## src/rtl/glsu_pkg.sv

```systemverilog
// Shared types and constants for the grid Laplacian stencil unit.
// No dependencies; glsu_addr_gen, glsu_datapath and the top level import it.
package glsu_pkg;

    // Fixed field widths of the ports
    localparam int ROW_W      = 6;
    localparam int SAMPLE_IN_W = 16;
    localparam int LAP_W      = 16;
    localparam int SIZE_W     = 7;
    localparam int SCALE_W    = 16;
    localparam int CFG_IDX_W  = 2;
    localparam int CFG_DATA_W = 16;

    // Smallest grid side that the stencil supports
    localparam int MIN_SIZE = 3;

    // Operation codes
    localparam logic OP_WRITE   = 1'b0;
    localparam logic OP_COMPUTE = 1'b1;

    // Configuration register indexes
    localparam logic [CFG_IDX_W-1:0] REG_GRID_SIZE = 2'd0;
    localparam logic [CFG_IDX_W-1:0] REG_BOUNDARY  = 2'd1;
    localparam logic [CFG_IDX_W-1:0] REG_INV_SCALE = 2'd2;

    // Boundary modes
    localparam logic BND_PERIODIC = 1'b0;
    localparam logic BND_MIRROR   = 1'b1;

    // Stencil taps, in read order
    localparam logic [2:0] NB_CENTER = 3'd0;
    localparam logic [2:0] NB_NORTH  = 3'd1;
    localparam logic [2:0] NB_SOUTH  = 3'd2;
    localparam logic [2:0] NB_EAST   = 3'd3;
    localparam logic [2:0] NB_WEST   = 3'd4;

    // Control from the sequencer to the datapath
    typedef struct packed {
        logic acc_en;     // add the tap that the memory returns
        logic acc_center; // tap is the center: restart the sum with -4 * C
        logic mul_en;     // scale the finished sum
        logic out_en;     // shift, clip and load the result registers
        logic err;        // result is an index error
    } dp_ctl_t;

endpackage

```

## src/rtl/glsu_addr_gen.sv

```systemverilog
// Neighbor address generator: moves one coordinate by two cells with
// periodic wrap or mirror at the edges. Depends on glsu_pkg.
module glsu_addr_gen #(
    parameter int GRID_MAX = 64
) (
    input  logic [((GRID_MAX > 1) ? $clog2(GRID_MAX) : 1)-1:0]        row_i,
    input  logic [((GRID_MAX > 1) ? $clog2(GRID_MAX) : 1)-1:0]        col_i,
    input  logic [(($clog2(GRID_MAX+1) > 7) ? $clog2(GRID_MAX+1) : 7)-1:0] size,
    input  logic                                                       mode,
    input  logic [2:0]                                                 sel,
    output logic [((GRID_MAX > 1) ? $clog2(GRID_MAX) : 1)-1:0]        row_o,
    output logic [((GRID_MAX > 1) ? $clog2(GRID_MAX) : 1)-1:0]        col_o
);
    import glsu_pkg::*;

    localparam int IDX_W = (GRID_MAX > 1) ? $clog2(GRID_MAX) : 1;
    localparam int SZ_W  = $clog2(GRID_MAX + 1);
    localparam int N_W   = (SZ_W > 7) ? SZ_W : 7;
    localparam int CW    = N_W + 1;

    logic          use_row;
    logic [CW-1:0] coord;
    logic [CW-1:0] n_ext;
    logic [CW-1:0] up;
    logic [CW-1:0] fwd;
    logic [CW-1:0] back;
    logic [CW-1:0] moved;

    assign use_row = (sel == NB_NORTH) || (sel == NB_SOUTH);
    assign coord   = use_row ? CW'(row_i) : CW'(col_i);
    assign n_ext   = CW'(size);
    assign up      = coord + CW'(2);

    // Forward step: past the last cell wrap around or fold back
    always_comb
    begin
        if (up < n_ext)
        begin
            fwd = up;
        end
        else if (mode == BND_MIRROR)
        begin
            fwd = (n_ext << 1) - CW'(4) - coord;
        end
        else
        begin
            fwd = up - n_ext;
        end
    end

    // Backward step: before the first cell wrap around or fold back
    always_comb
    begin
        if (coord >= CW'(2))
        begin
            back = coord - CW'(2);
        end
        else if (mode == BND_MIRROR)
        begin
            back = CW'(2) - coord;
        end
        else
        begin
            back = coord + n_ext - CW'(2);
        end
    end

    always_comb
    begin
        case (sel)
            NB_NORTH, NB_WEST: moved = back;
            NB_SOUTH, NB_EAST: moved = fwd;
            default:           moved = coord;
        endcase
    end

    always_comb
    begin
        row_o = row_i;
        col_o = col_i;
        if (sel != NB_CENTER)
        begin
            if (use_row)
            begin
                row_o = moved[IDX_W-1:0];
            end
            else
            begin
                col_o = moved[IDX_W-1:0];
            end
        end
    end

endmodule

```

## config.mk

```make
export PLATFORM = sky130hd
export DESIGN_NAME = glsu_addr_gen
export DESIGN_NICKNAME = d
export VERILOG_FILES = /design/src/rtl/glsu_pkg.sv /design/src/rtl/glsu_addr_gen.sv
export SDC_FILE = /design/constraint.sdc
export NUM_CORES = 1
export LEC_CHECK = 0
export BUFFER_PORTS_ARGS = -buffer_cell sky130_fd_sc_hd__buf_2
export CORE_MARGIN = 2
export CORE_UTILIZATION = 25
export DETAILED_ROUTE_END_ITERATION = 8
export PLACE_DENSITY = 0.42
export SYNTH_ARGS = -nofsm -noshare
export SYNTH_HDL_FRONTEND = slang
export SYNTH_SLANG_ARGS = --single-unit
```

## constraint.sdc

```tcl
create_clock -name vclk -period 8.25
set_clock_uncertainty 0.05 [all_clocks]
set_input_delay 1.65 -clock vclk [all_inputs]
set_output_delay 1.65 -clock vclk [all_outputs]
set_load 0.005 [all_outputs]
```

==> flow_metrics.env <==
export IMPL_status="completed"
export IMPL_p_seq_share_pct=0
export IMPL_design_seq_count=0
export IMPL_syn_to_final_growth_pct=14.60
export IMPL_grt_util_all_layers_pct=15.71
export IMPL_p_int_mw=0.07644
export IMPL_via_per_inst=5.184
export IMPL_nClkBuffers=0
export IMPL_post_route_util_pct=29.62
export IMPL_start_util_pct=25.84
export IMPL_holdWs_ns=3.598
export IMPL_hold_viol=0
export IMPL_drt_iter0_markers=151
export IMPL_p_switching_mw=0.1052
export IMPL_antenna_found_initial=0
export IMPL_wl_um=6095
export IMPL_drv_cap=0
export IMPL_die_w_um=88.04
export IMPL_drive_gt1_share_pct=15.25
export IMPL_postSynthAreaPerCell_um2=6.539
export IMPL_route_detailed_drc=0
export IMPL_ys_warn_count=0
export IMPL_power_leakage_nw=0.9711
export IMPL_fmax_mhz=139.3
export IMPL_cts_hold_buffers_added=0
export IMPL_final_common_cell="nand2_1"
export IMPL_final_nets=346
export IMPL_postSynthCellCount=270
export IMPL_overflow=0
export IMPL_first_pass_iters=4
export IMPL_worst_slack_ns=1.069
export IMPL_avgRoutedWirePerCell_um=15.59
export IMPL_clockPowerShare_pct=0
export IMPL_power_mw=0.1816
export IMPL_min_period_over_period_pct=87.05
export IMPL_comb_power_share_pct=100.0
export IMPL_pwr_density_cell_nw_per_um2=89.78
export IMPL_switching_share_pct=57.91
export IMPL_yosys_cell_types_count=52
export IMPL_synth_seq_area_share_pct=0
export IMPL_tns_ns=0
export IMPL_core_um2=6832
export IMPL_cts_resized=0
export IMPL_end_kind="output pin"
export IMPL_rows=30
export IMPL_place_congestion=0.8518
export IMPL_pre_cts_ws_ns=1.123
export IMPL_die_area_um2=7750
export IMPL_cp_data_required_time_ns=6.55
export IMPL_hold_class="in2out"
export IMPL_synth_cell_area_um2=1765
export IMPL_setup_viol=0
export IMPL_antenna_left=0
export IMPL_cp_arrival_ns=5.48
export IMPL_regArea_um2=0
export IMPL_max_slew_margin_pct=61.16
export IMPL_synth_nets=319
export IMPL_num_vias=2027
export IMPL_worst_setup_path_start_kind="input pin"
export IMPL_die_y_um=88.04
export IMPL_path_max_fanout=16
export IMPL_slew_viol_final=0
export IMPL_worstSetupPathType="in2out"
export IMPL_period_needed_ns=7.181
export IMPL_portBuffers=35
export IMPL_grt_max_degree=21
export IMPL_post_cts_buffers=0
export IMPL_grt_pass1_vias=1845
export IMPL_insertedDiodeCount=0
export IMPL_dpl_hpwl_um=5041
export IMPL_rsz0062_at_grt="no"
export IMPL_pin_count=35
export IMPL_layout_common_cells="36 x nand2_1, 35 x buf_2, 29 x inv_1"
export IMPL_grt_pass1_wl_um=9666
export IMPL_ir_drop_v=0.00003017
export IMPL_tightest_slew_ns=0.5772
[path summary, 6_finish.rpt]
| kind | slack [ns] | cells after the start | start | endpoint |
|---|---|---|---|---|
| max | 1.07 | 17 | sel[1] | col_o[3] |
| min | 3.60 | 4 | row_i[3] | row_o[3] |
[cells by family (layout without fill, tap and decap cells)]
family / after synthesis / after routing / share of synthesized area [%]
buf+inv: 41 / 66 / 9.142
compound gates: 75 / 75 / 29.84
simple gates: 97 / 97 / 24.95
mux: 9 / 9 / 5.457
xor+xnor: 22 / 22 / 11.34
fa+ha+maj: 26 / 26 / 19.28
[per-stage QoR]
stage | area [um^2] | cells
floorplan | 1765 | 270
global placement | 2023 | 391
detailed placement | 2023 | 391
CTS | 2023 | 391
global route | 2023 | 391
finish | 2023 | 391
[final cells by class]
type	count	area, um^2
fillers	817	4808
inverters	29	108.9
multi-input cells	229	1604
well taps	96	120.1
repair buffers	37	190.2
[cell usage after synthesis, types with 6 or more instances]
master | count | area share [%]
nand2_1 | 36 | 7.7
inv_1 | 29 | 6.2
nor2_1 | 27 | 5.7
ha_1 | 24 | 17
xnor2_1 | 17 | 8.4
o21ai_0 | 14 | 4.0
a21oi_1 | 13 | 3.7
clkbuf_1 | 10 | 2.1
a21o_1 | 8 | 3.4
mux2i_1 | 7 | 4.0
nand3_1 | 6 | 1.7
[worst max-delay path, cell delays in order]
cell     delay [ns]
buf_2          0.27
xnor2_2        0.18
nor2_2         0.38
nor2_1         0.08
a21oi_1        0.37
inv_1          0.13
ha_1           0.28
and3_1         0.18
xnor2_1        0.18
ha_1           0.31
a21oi_1        0.18
nor2b_1        0.31
nor2_1         0.09
or3_1          0.36
a31oi_1        0.27
a21oi_1        0.11
buf_2          0.13
[power by group through the flow]
stage | logic (mW) | clock network (mW) | registers (mW)
after detailed placement | 0.181 | 0 | 0
after floorplan | 0.131 | 0 | 0
final | 0.182 | 0 | 0
after global routing | 0.205 | 0 | 0
after CTS | 0.182 | 0 | 0
after global placement | 0.183 | 0 | 0
[routing by layer]
| metal | wire length (um) | vias to the layer above | part of all wire (%) | global-route usage (%) |
|---|---|---|---|---|
| li1 | - | 1012 | - | - |
| met1 | 3027 | 961 | 50 | 24.61 |
| met2 | 2776 | 54 | 46 | 25.48 |
| met3 | 291 | 0 | 4.8 | 0.3770 |
| met4 | 0 | 0 | 0 | 0 |
| met5 | 0 | - | 0 | 0 |
No activity file was read; power rests on OpenSTA's default activity.
