<file path="config.mk">
export PLATFORM = sky130hd
export DESIGN_NAME = glsu_datapath
export DESIGN_NICKNAME = d
export VERILOG_FILES = /design/src/rtl/glsu_pkg.sv /design/src/rtl/glsu_datapath.sv
export SDC_FILE = /design/constraint.sdc
export NUM_CORES = 1
export LEC_CHECK = 0
export BUFFER_PORTS_ARGS = -buffer_cell sky130_fd_sc_hd__buf_2
export CORE_UTILIZATION = 45
export CTS_CLUSTER_SIZE = 12
export DETAILED_ROUTE_END_ITERATION = 8
export PLACE_DENSITY = 0.58
export SYNTH_ARGS = -nofsm -noshare
export SYNTH_HDL_FRONTEND = slang
export SYNTH_SLANG_ARGS = --single-unit
</file>
<file path="constraint.sdc">
create_clock -name clk -period 10.1 [get_ports clk]
set_input_delay 0.505 -clock clk [delete_from_list [all_inputs] [get_ports clk]]
set_output_delay 0.505 -clock clk [all_outputs]
set_load 0.02 [all_outputs]
</file>
<file path="src/rtl/glsu_pkg.sv">
// Shared types and constants for the grid Laplacian stencil unit.
// No dependencies; glsu_addr_gen, glsu_datapath and the top level import it.
package glsu_pkg;

    // Fixed field widths of the ports
    localparam int ROW_W      = 6;
    localparam int SAMPLE_IN_W = 16;
    localparam int LAP_W      = 16;
    localparam int SIZE_W     = 7;
    localparam int SCALE_W    = 16;
    localparam int CFG_IDX_W  = 2;
    localparam int CFG_DATA_W = 16;

    // Smallest grid side that the stencil supports
    localparam int MIN_SIZE = 3;

    // Operation codes
    localparam logic OP_WRITE   = 1'b0;
    localparam logic OP_COMPUTE = 1'b1;

    // Configuration register indexes
    localparam logic [CFG_IDX_W-1:0] REG_GRID_SIZE = 2'd0;
    localparam logic [CFG_IDX_W-1:0] REG_BOUNDARY  = 2'd1;
    localparam logic [CFG_IDX_W-1:0] REG_INV_SCALE = 2'd2;

    // Boundary modes
    localparam logic BND_PERIODIC = 1'b0;
    localparam logic BND_MIRROR   = 1'b1;

    // Stencil taps, in read order
    localparam logic [2:0] NB_CENTER = 3'd0;
    localparam logic [2:0] NB_NORTH  = 3'd1;
    localparam logic [2:0] NB_SOUTH  = 3'd2;
    localparam logic [2:0] NB_EAST   = 3'd3;
    localparam logic [2:0] NB_WEST   = 3'd4;

    // Control from the sequencer to the datapath
    typedef struct packed {
        logic acc_en;     // add the tap that the memory returns
        logic acc_center; // tap is the center: restart the sum with -4 * C
        logic mul_en;     // scale the finished sum
        logic out_en;     // shift, clip and load the result registers
        logic err;        // result is an index error
    } dp_ctl_t;

endpackage

</file>
<file path="src/rtl/glsu_datapath.sv">
// Shared accumulator, scale multiplier and output clip for the stencil.
// Depends on glsu_pkg for the control struct and field widths.
module glsu_datapath #(
    parameter int SAMPLE_WIDTH = 16
) (
    input  logic                                 clk,
    input  glsu_pkg::dp_ctl_t                    ctl,
    input  logic signed [SAMPLE_WIDTH-1:0]       tap,
    input  logic [glsu_pkg::SCALE_W-1:0]         scale,
    output logic signed [glsu_pkg::LAP_W-1:0]    laplacian,
    output logic                                 saturated,
    output logic                                 index_error
);
    import glsu_pkg::*;

    localparam int ACC_W  = SAMPLE_WIDTH + 4;
    localparam int PROD_W = ACC_W + SCALE_W + 1;
    localparam int Q_W    = PROD_W - 8;
    localparam logic signed [Q_W-1:0] Q_MAX = Q_W'((1 << (LAP_W - 1)) - 1);
    localparam logic signed [Q_W-1:0] Q_MIN = -Q_MAX - Q_W'(1);

    logic signed [ACC_W-1:0]  acc_reg;
    logic signed [ACC_W-1:0]  acc_next;
    logic signed [ACC_W-1:0]  term;
    logic signed [PROD_W-1:0] prod_reg;
    logic signed [Q_W-1:0]    q;
    logic signed [LAP_W-1:0]  lap_reg;
    logic                     sat_reg;
    logic                     err_reg;

    // Center tap opens the sum with -4 * C; the others add in
    always_comb
    begin
        if (ctl.acc_center)
        begin
            term     = -(ACC_W'(tap) <<< 2);
            acc_next = term;
        end
        else
        begin
            term     = ACC_W'(tap);
            acc_next = acc_reg + term;
        end
    end

    always_ff @(posedge clk)
    begin
        if (ctl.acc_en)
        begin
            acc_reg <= acc_next;
        end
    end

    always_ff @(posedge clk)
    begin
        if (ctl.mul_en)
        begin
            prod_reg <= PROD_W'(acc_reg) * PROD_W'($signed({1'b0, scale}));
        end
    end

    // Arithmetic shift floors toward minus infinity
    assign q = Q_W'(prod_reg >>> 8);

    always_ff @(posedge clk)
    begin
        if (ctl.out_en)
        begin
            err_reg <= ctl.err;
            if (ctl.err)
            begin
                lap_reg <= '0;
                sat_reg <= 1'b0;
            end
            else if (q > Q_MAX)
            begin
                lap_reg <= LAP_W'(Q_MAX);
                sat_reg <= 1'b1;
            end
            else if (q < Q_MIN)
            begin
                lap_reg <= LAP_W'(Q_MIN);
                sat_reg <= 1'b1;
            end
            else
            begin
                lap_reg <= LAP_W'(q);
                sat_reg <= 1'b0;
            end
        end
    end

    assign laplacian   = lap_reg;
    assign saturated   = sat_reg;
    assign index_error = err_reg;

endmodule

</file>
==> results.cfg, run 1 <==
[floorplan]
rows = 66
die_x_um = 185
die_h_um = 185
die_area_um2 = 34100
ios = 56
core_area_um2 = 32700
start_util_pct = 45.9

[routing]
totalWireLength_um = 34000
firstDrtPassIters = 6
avgViaCountPerCell = 5.04
drc = 0
vias = 10387
wl_per_cell_um = 16.5
drt_iter0_drc = 536
postRouteAntennaNets = 0

[cts]
clock-sinks = 67
ctsRootBufferMaster = clkbuf_16
clock_latency_ps = 360
htreeDepth = 3
clk_pin_slew_ps = 60
clockBufferDepth = 2
cts_setup_buffers = 0
holdBufCountCts = 0
cts_inserted_buffers = 9
cts_tree = built
cts_resized = 0

[finish]
nets = 2081
area_delta_synth_final_pct = 6.22
multi_input_area_um2 = 11300
drive_gt1_share_pct = 4.89
seq_area_um2 = 2010
largest_reg_flops = 29
n_fill_cell = 3172
n_antenna_cell = 0

[sta]
slew_viol_final = 0
rsz0062_at_grt = false
setup_tns_ps = 0
worst_pin_slew_ps = 832
finalHoldViolCount = 0
fin_skew_ps = 13.5
finalWorstSetupSlack_ps = 3170
fmax_mhz = 144
min_period_ps = 6930
layout_worst_path_cycle_share_pct = 68.6
slew_headroom_pct = 44.6
setup_violations = 0

[synth]
synth_top_area_share_pct = 42.7
synth.avg_cell_area_um2 = 9.35
yosysUniqueCellTypes = 43
synth_top_cell_by_area = fa_1
async_flop_share_pct = 0
syn_area_um2 = 15000
synth_most_common_cell = inv_1
synth_nets = 2072
synth_ff_type = edfxtp_1
synth_edf_count = 67
yosys-top-cells-area = fa_1, edfxtp_1, inv_1, ha_1, nand2_1
yosysWarnings = 0
yosys-top-cells-count = inv_1, fa_1, nand2_1
synth_seq_cells = 67
synthCells = 1603
seq_area_frac_synth_pct = 13.4

[global_route]
antenna_found_initial = 0
grt_pass1_wl_um = 58600
first_global_vias = 11665
grt_overflow = 0
grt.total_usage_pct = 22.5
grt_max_degree = 34

[worst_setup_path]
cp.required_ps = 10200
critPathArrivalTime_ps = 7030
critPathLaunchType = flop
crit_type = reg2reg
crit_path_end_kind = flop
cp_max_fo = 17

[run]
cap_violations = 0

[place]
pre_cts_slack_ps = 3180
gp_congestion = 0.867
place.port_buffers = 55
hpwl_um = 27400

[run_status]
outcome = completed

[min_path]
holdCritPathClass = in2reg
-- cells in the final DEF (no fill, tap or decap), drive strengths merged, types with 7 or more instances in the layout --
master,synthesis,routed
and2,128,128
a21oi,31,31
xnor2,27,27
xor2,22,22
clkbuf,56,9
a21o,12,12
o21ai,26,26
buf,2,56
nand2,216,216
inv,397,401
or3,7,7
edfxtp,67,67
a211oi,7,7
ha,111,111
nor2,69,69
and3,9,9
o21a,13,13
nand3,16,16
fa,320,320
nand2b,7,7
nor3,16,16
-- routing by layer --
| layer | share of wire [%] | vias up | GRT usage, % | wire length, um |
|---|---|---|---|---|
| li1 | - | 4791 | - | - |
| met5 | 0 | - | 0 | 0 |
| met1 | 42 | 5335 | 28.3 | 14400 |
| met3 | 4.2 | 50 | 2.63 | 1410 |
| met4 | 2.5 | 0 | 6.80 | 844 |
| met2 | 51 | 211 | 40.2 | 17300 |
-- final timing paths --
check	from	endpoint	slack, ps	cells past startpoint
setup / recovery	acc_reg[14]$_DFFE_PP_	prod_reg[34]$_DFFE_PP_	3170	21
hold reg to reg	prod_reg[20]$_DFFE_PP_	laplacian[12]$_SDFFCE_PP0P_	530	2
setup reg to reg	acc_reg[14]$_DFFE_PP_	prod_reg[34]$_DFFE_PP_	3170	21
hold / removal	ctl[0]	index_error$_DFFE_PP_	370	1
-- cell families after synthesis --
family / synth area share, %
AO/OA/AOI/OAI: 5.02
XOR/XNOR: 2.86
adder cells (fa/ha/maj): 52.0
buffers and inverters: 11.4
flip-flops: 13.4
multiplexers: 0.0668
AND/OR/NAND/NOR: 15.3
-- worst max-delay path, stage by stage (launching register included) --
cell      delay [ps]
edfxtp_1         720
and2_1           330
fa_1             540
inv_1             60
fa_1             530
inv_1             50
fa_1             490
inv_1             50
fa_1             560
fa_1             430
fa_1             490
inv_1             40
ha_1             320
and3_1           190
nand2_1           60
nand3_1          190
a311oi_1         480
a211o_1          300
a211oi_2         100
or3_1            390
a21o_1           200
xor2_1           130
-- final cells by class --
type                            count  share of cell area [%]
Clock inverter                      7                   0.518
Timing Repair Buffer               56                    1.78
Sequential cell                    67                    12.6
Inverter                          397                    9.36
Multi-Input combinational cell   1081                    70.8
Clock buffer                        9                    1.41
Tap cell                          442                    3.47
-- stage by stage --
stage	hold slack [ps]	util [%]	instance area, um^2	instances
after floorplan	513	-	15000	1603
after global placement	521	47.8	15600	2043
after detailed placement	530	47.8	15600	2043
after CTS	358	48.7	15900	2059
after global routing	367	48.7	15900	2059
final	372	48.7	15900	2059
Power of run 1 is left out: the tool's default activity adds up to more than one toggle a clock period on the data nets, which glitch-free logic cannot reach.
==> run 2: changes to the inputs <==
==> constraint.sdc (replaced) <==
create_clock -name clk -period 7.27 [get_ports clk]
set_input_delay 0.3635 -clock clk [delete_from_list [all_inputs] [get_ports clk]]
set_output_delay 0.3635 -clock clk [all_outputs]
set_load 0.02 [all_outputs]
==> results.cfg, run 2 (synthesis gave the netlist of run 1 again) <==
[run]
cap_violations = 0

[sta]
slew_viol_final = 0
layout_worst_path_cycle_share_pct = 95.0
whs_ps = 232
finalHoldViolCount = 0
min_period_ps = 6900
setup_violations = 0
worst_pin_slew_ps = 811
fmax_mhz = 145
rsz0062_at_grt = false
slew_headroom_pct = 45.9
setup_tns_ps = 0
fin_skew_ps = 13.0

[finish]
n_antenna_cell = 0
area_delta_synth_final_pct = 7.20
layout_common_cells = inv_1, fa_1, nand2_1
design_area_um2 = 16100
nets = 2095
layout_commonest_cell = inv_1
largest_reg_flops = 29
drive_gt1_share_pct = 5.70

[routing]
postRouteAntennaNets = 0
drc = 0
wl_per_cell_um = 16.5
firstDrtPassIters = 5
avgViaCountPerCell = 4.99
drt_iter0_drc = 473
vias = 10351
totalWireLength_um = 34100

[worst_setup_path]
crit_path_end_kind = flop
critPathLaunchType = flop
cpMaxStageDelayCell = edfxtp_1
cp_max_fo = 17
cpPeakStageDelay_ps = 780
critPathArrivalTime_ps = 7010
cp.required_ps = 7380
cp_cell_sequence = nand2_1 -> fa_1 -> inv_1 -> fa_1 -> inv_1 -> fa_1 -> inv_1 -> fa_1 -> fa_1 -> inv_1 -> fa_1 -> inv_1 -> ha_1 -> and3_1 -> nand2_1 -> nand3_1 -> a311oi_1 -> a211o_1 -> a211oi_2 -> or3_1 -> a21o_1 -> xor2_1
crit_type = reg2reg
path_buf_inv = 5
cp_common_cell = fa_1
path_delay_family = adder cells

[global_route]
antenna_found_initial = 0
grt_pass1_wl_um = 58300
grt_overflow = 0
first_global_vias = 11419
grt_max_degree = 34
grt.total_usage_pct = 22.6

[place]
gp_congestion = 0.860
place_area_um2 = 15700
hpwl_um = 28200
place.port_buffers = 55

[min_path]
holdCritPathClass = in2reg

[cts]
cts_setup_buffers = 0
ctsRootBufferMaster = clkbuf_16
cts_inserted_buffers = 9
clk_pin_slew_ps = 70
clock-sinks = 67
holdBufCountCts = 0
cts_tree = built
clock_latency_ps = 360
cts_resized = 0
htreeDepth = 3
clockBufferDepth = 2

[run_status]
outcome = completed

[floorplan]
die_area_um2 = 34100
rows = 66
die_h_um = 185
die_x_um = 185
start_util_pct = 45.9
core_area_um2 = 32700
ios = 56
## run 2: layout make-up
type | count | area, um^2
Clock buffer | 9 | 225
Clock inverter | 7 | 124
Fill cell | 3194 | 16600
Inverter | 397 | 1490
Multi-Input combinational cell | 1081 | 11300
Sequential cell | 67 | 2010
Tap cell | 442 | 553
Timing Repair Buffer | 70 | 388
## run 2: worst paths after layout
kind                          start                    endpoint  slack [ps]  depth (start not counted)
min reg2reg  prod_reg[17]$_DFFE_PP_  laplacian[9]$_SDFFCE_PP0P_         540                          2
min                          ctl[0]       index_error$_DFFE_PP_         230                          1
max            acc_reg[7]$_DFFE_PP_      prod_reg[34]$_DFFE_PP_         370                         22
max reg2reg    acc_reg[7]$_DFFE_PP_      prod_reg[34]$_DFFE_PP_         370                         22
## run 2: per-layer routing
layer	global-route usage (%)	share of wire, %	wire (um)
met3	2.00	3.8	1290
met4	7.40	2.9	988
met2	40.7	51	17300
met1	28.3	43	14600
met5	0	0	0
## run 2: stage by stage
stage	cells	utilization (%)	setup WS, ps
after global placement	2057	48.1	443
after CTS	2073	49.2	339
after floorplan	1603	-	812
after detailed placement	2057	48.1	356
final	2073	49.2	367
after global routing	2073	49.2	81.1
Power of run 2 is left out for the same reason.
==> run 3: changes to the inputs <==
--- a/config.mk
+++ b/config.mk
@@ -6,10 +6,13 @@
 export NUM_CORES = 1
 export LEC_CHECK = 0
 export BUFFER_PORTS_ARGS = -buffer_cell sky130_fd_sc_hd__buf_2
-export CORE_UTILIZATION = 45
+export CELL_PAD_IN_SITES_DETAIL_PLACEMENT = 0
+export CELL_PAD_IN_SITES_GLOBAL_PLACEMENT = 2
+export CORE_UTILIZATION = 42
 export CTS_CLUSTER_SIZE = 12
 export DETAILED_ROUTE_END_ITERATION = 8
-export PLACE_DENSITY = 0.58
+export PLACE_DENSITY = 0.8
+export SLEW_MARGIN = 20
 export SYNTH_ARGS = -nofsm -noshare
 export SYNTH_HDL_FRONTEND = slang
 export SYNTH_SLANG_ARGS = --single-unit
==> results.cfg, run 3 (synthesis gave the netlist of run 1 again) <==
[sta]
worst_pin_slew_ps = 788
fin_skew_ps = 11.6
setup_tns_ps = 0
setup_violations = 0
slew_headroom_pct = 47.5
finalHoldViolCount = 0
min_period_ps = 6930
layout_worst_path_cycle_share_pct = 95.3
finalWorstSetupSlack_ps = 341
whs_ps = 233
fmax_mhz = 144
slew_viol_final = 0
rsz0062_at_grt = false

[cts]
cts_tree = built
cts_resized = 0
ctsRootBufferMaster = clkbuf_16
clk_pin_slew_ps = 60
clockBufferDepth = 2
cts_inserted_buffers = 9
clock_latency_ps = 350
clock-sinks = 67
htreeDepth = 3

[routing]
totalWireLength_um = 35700
vias = 10348
drc = 0
avgViaCountPerCell = 4.95
firstDrtPassIters = 5
drt_iter0_drc = 424
wl_per_cell_um = 17.1
postRouteAntennaNets = 0

[finish]
layout_common_cells = inv_1, fa_1, nand2_1
design_area_um2 = 16100
nets = 2101
largest_reg_flops = 29
n_antenna_cell = 0
layout_commonest_cell = inv_1
area_delta_synth_final_pct = 7.41
drive_gt1_share_pct = 5.99

[min_path]
holdCritPathClass = in2reg
min_from = ctl[0]
hold_end = index_error$_DFFE_PP_
whs_path_depth = 1

[place]
pre_cts_slack_ps = 271
hpwl_um = 29500
place_area_um2 = 15700
gp_congestion = 0.803
place.port_buffers = 55

[worst_setup_path]
crit_path_end_kind = flop
cp_common_cell = fa_1
r2r-end = prod_reg[34]$_DFFE_PP_
rr_worst_depth = 20
critPathArrivalTime_ps = 7030
rr_startpoint = acc_reg[8]$_DFFE_PP_
cp_max_fo = 17
cp.required_ps = 7370
cpPeakStageDelay_ps = 740
crit_type = reg2reg
rrSetupSlack_ps = 340
cp_cell_sequence = nand2_1 -> fa_1 -> inv_1 -> fa_1 -> fa_1 -> fa_1 -> fa_1 -> inv_1 -> fa_1 -> inv_1 -> ha_1 -> and3_1 -> a21oi_1 -> o21ai_1 -> a311oi_1 -> a211o_1 -> a211oi_2 -> or3_1 -> a21o_1 -> xor2_1
critPathLaunchType = flop
cpMaxStageDelayCell = edfxtp_1

[global_route]
first_global_vias = 11571
antenna_found_initial = 0
grt.total_usage_pct = 21.6
grt_max_degree = 34
grt_overflow = 0
grt_pass1_wl_um = 59700

[floorplan]
rows = 68
die_area_um2 = 36500
die_x_um = 191
die_h_um = 191
ios = 56
core_area_um2 = 34800
start_util_pct = 43.1

[run_status]
outcome = completed

[run]
cap_violations = 0
[run 3: layer usage]
metal  global-route usage [%]  wire length, um  part of all wire, %
met1                     26.8            15400                   43
met2                     38.8            18100                   51
met3                     2.70             1300                  3.6
met4                     6.43              933                  2.6
met5                        0                0                    0
[run 3: critical path, delay by kind of cell (launching register included)]
kind,cells,cell delay [ps]
DFF,1,740
adders and majority gates,7,3480
and+or+nand+nor,3,780
AOI/OAI and AO/OA,6,1370
buffers and inverters,3,160
xor gates and xnor gates,1,140
[run 3: what timing repair did]
action                     4_1_cts  5_1_grt
setup buffers                    0        6
setup endpoints to repair        0        1
hold buffers                     0        0
[run 3: how the worst max path moves through the flow]
stage	startpoint	depth (start not counted)	slack (ps)	end
after floorplan	acc_reg[19]$_DFFE_PP_	19	810	prod_reg[34]$_DFFE_PP_
after global placement	acc_reg[7]$_DFFE_PP_	20	380	prod_reg[34]$_DFFE_PP_
after detailed placement	acc_reg[7]$_DFFE_PP_	20	270	prod_reg[34]$_DFFE_PP_
after CTS	acc_reg[7]$_DFFE_PP_	20	260	prod_reg[34]$_DFFE_PP_
after global routing	acc_reg[13]$_DFFE_PP_	21	10	prod_reg[34]$_DFFE_PP_
final	acc_reg[8]$_DFFE_PP_	20	340	prod_reg[34]$_DFFE_PP_
[run 3: layout make-up]
cell class	count	area, um^2
clock inverters	7	76.3
multi-input cells	1081	11300
fillers	3409	18700
clock buffers	9	225
flip-flops and latches	67	2010
well taps	455	569
repair buffers	76	458
inverters	397	1490
[run 3: through the flow]
step,util (%),instances
after floorplan,-,1603
after global placement,45.2,2070
after detailed placement,45.2,2070
after CTS,46.1,2086
after global routing,46.3,2092
final,46.3,2092
Power of run 3 is left out for the same reason.
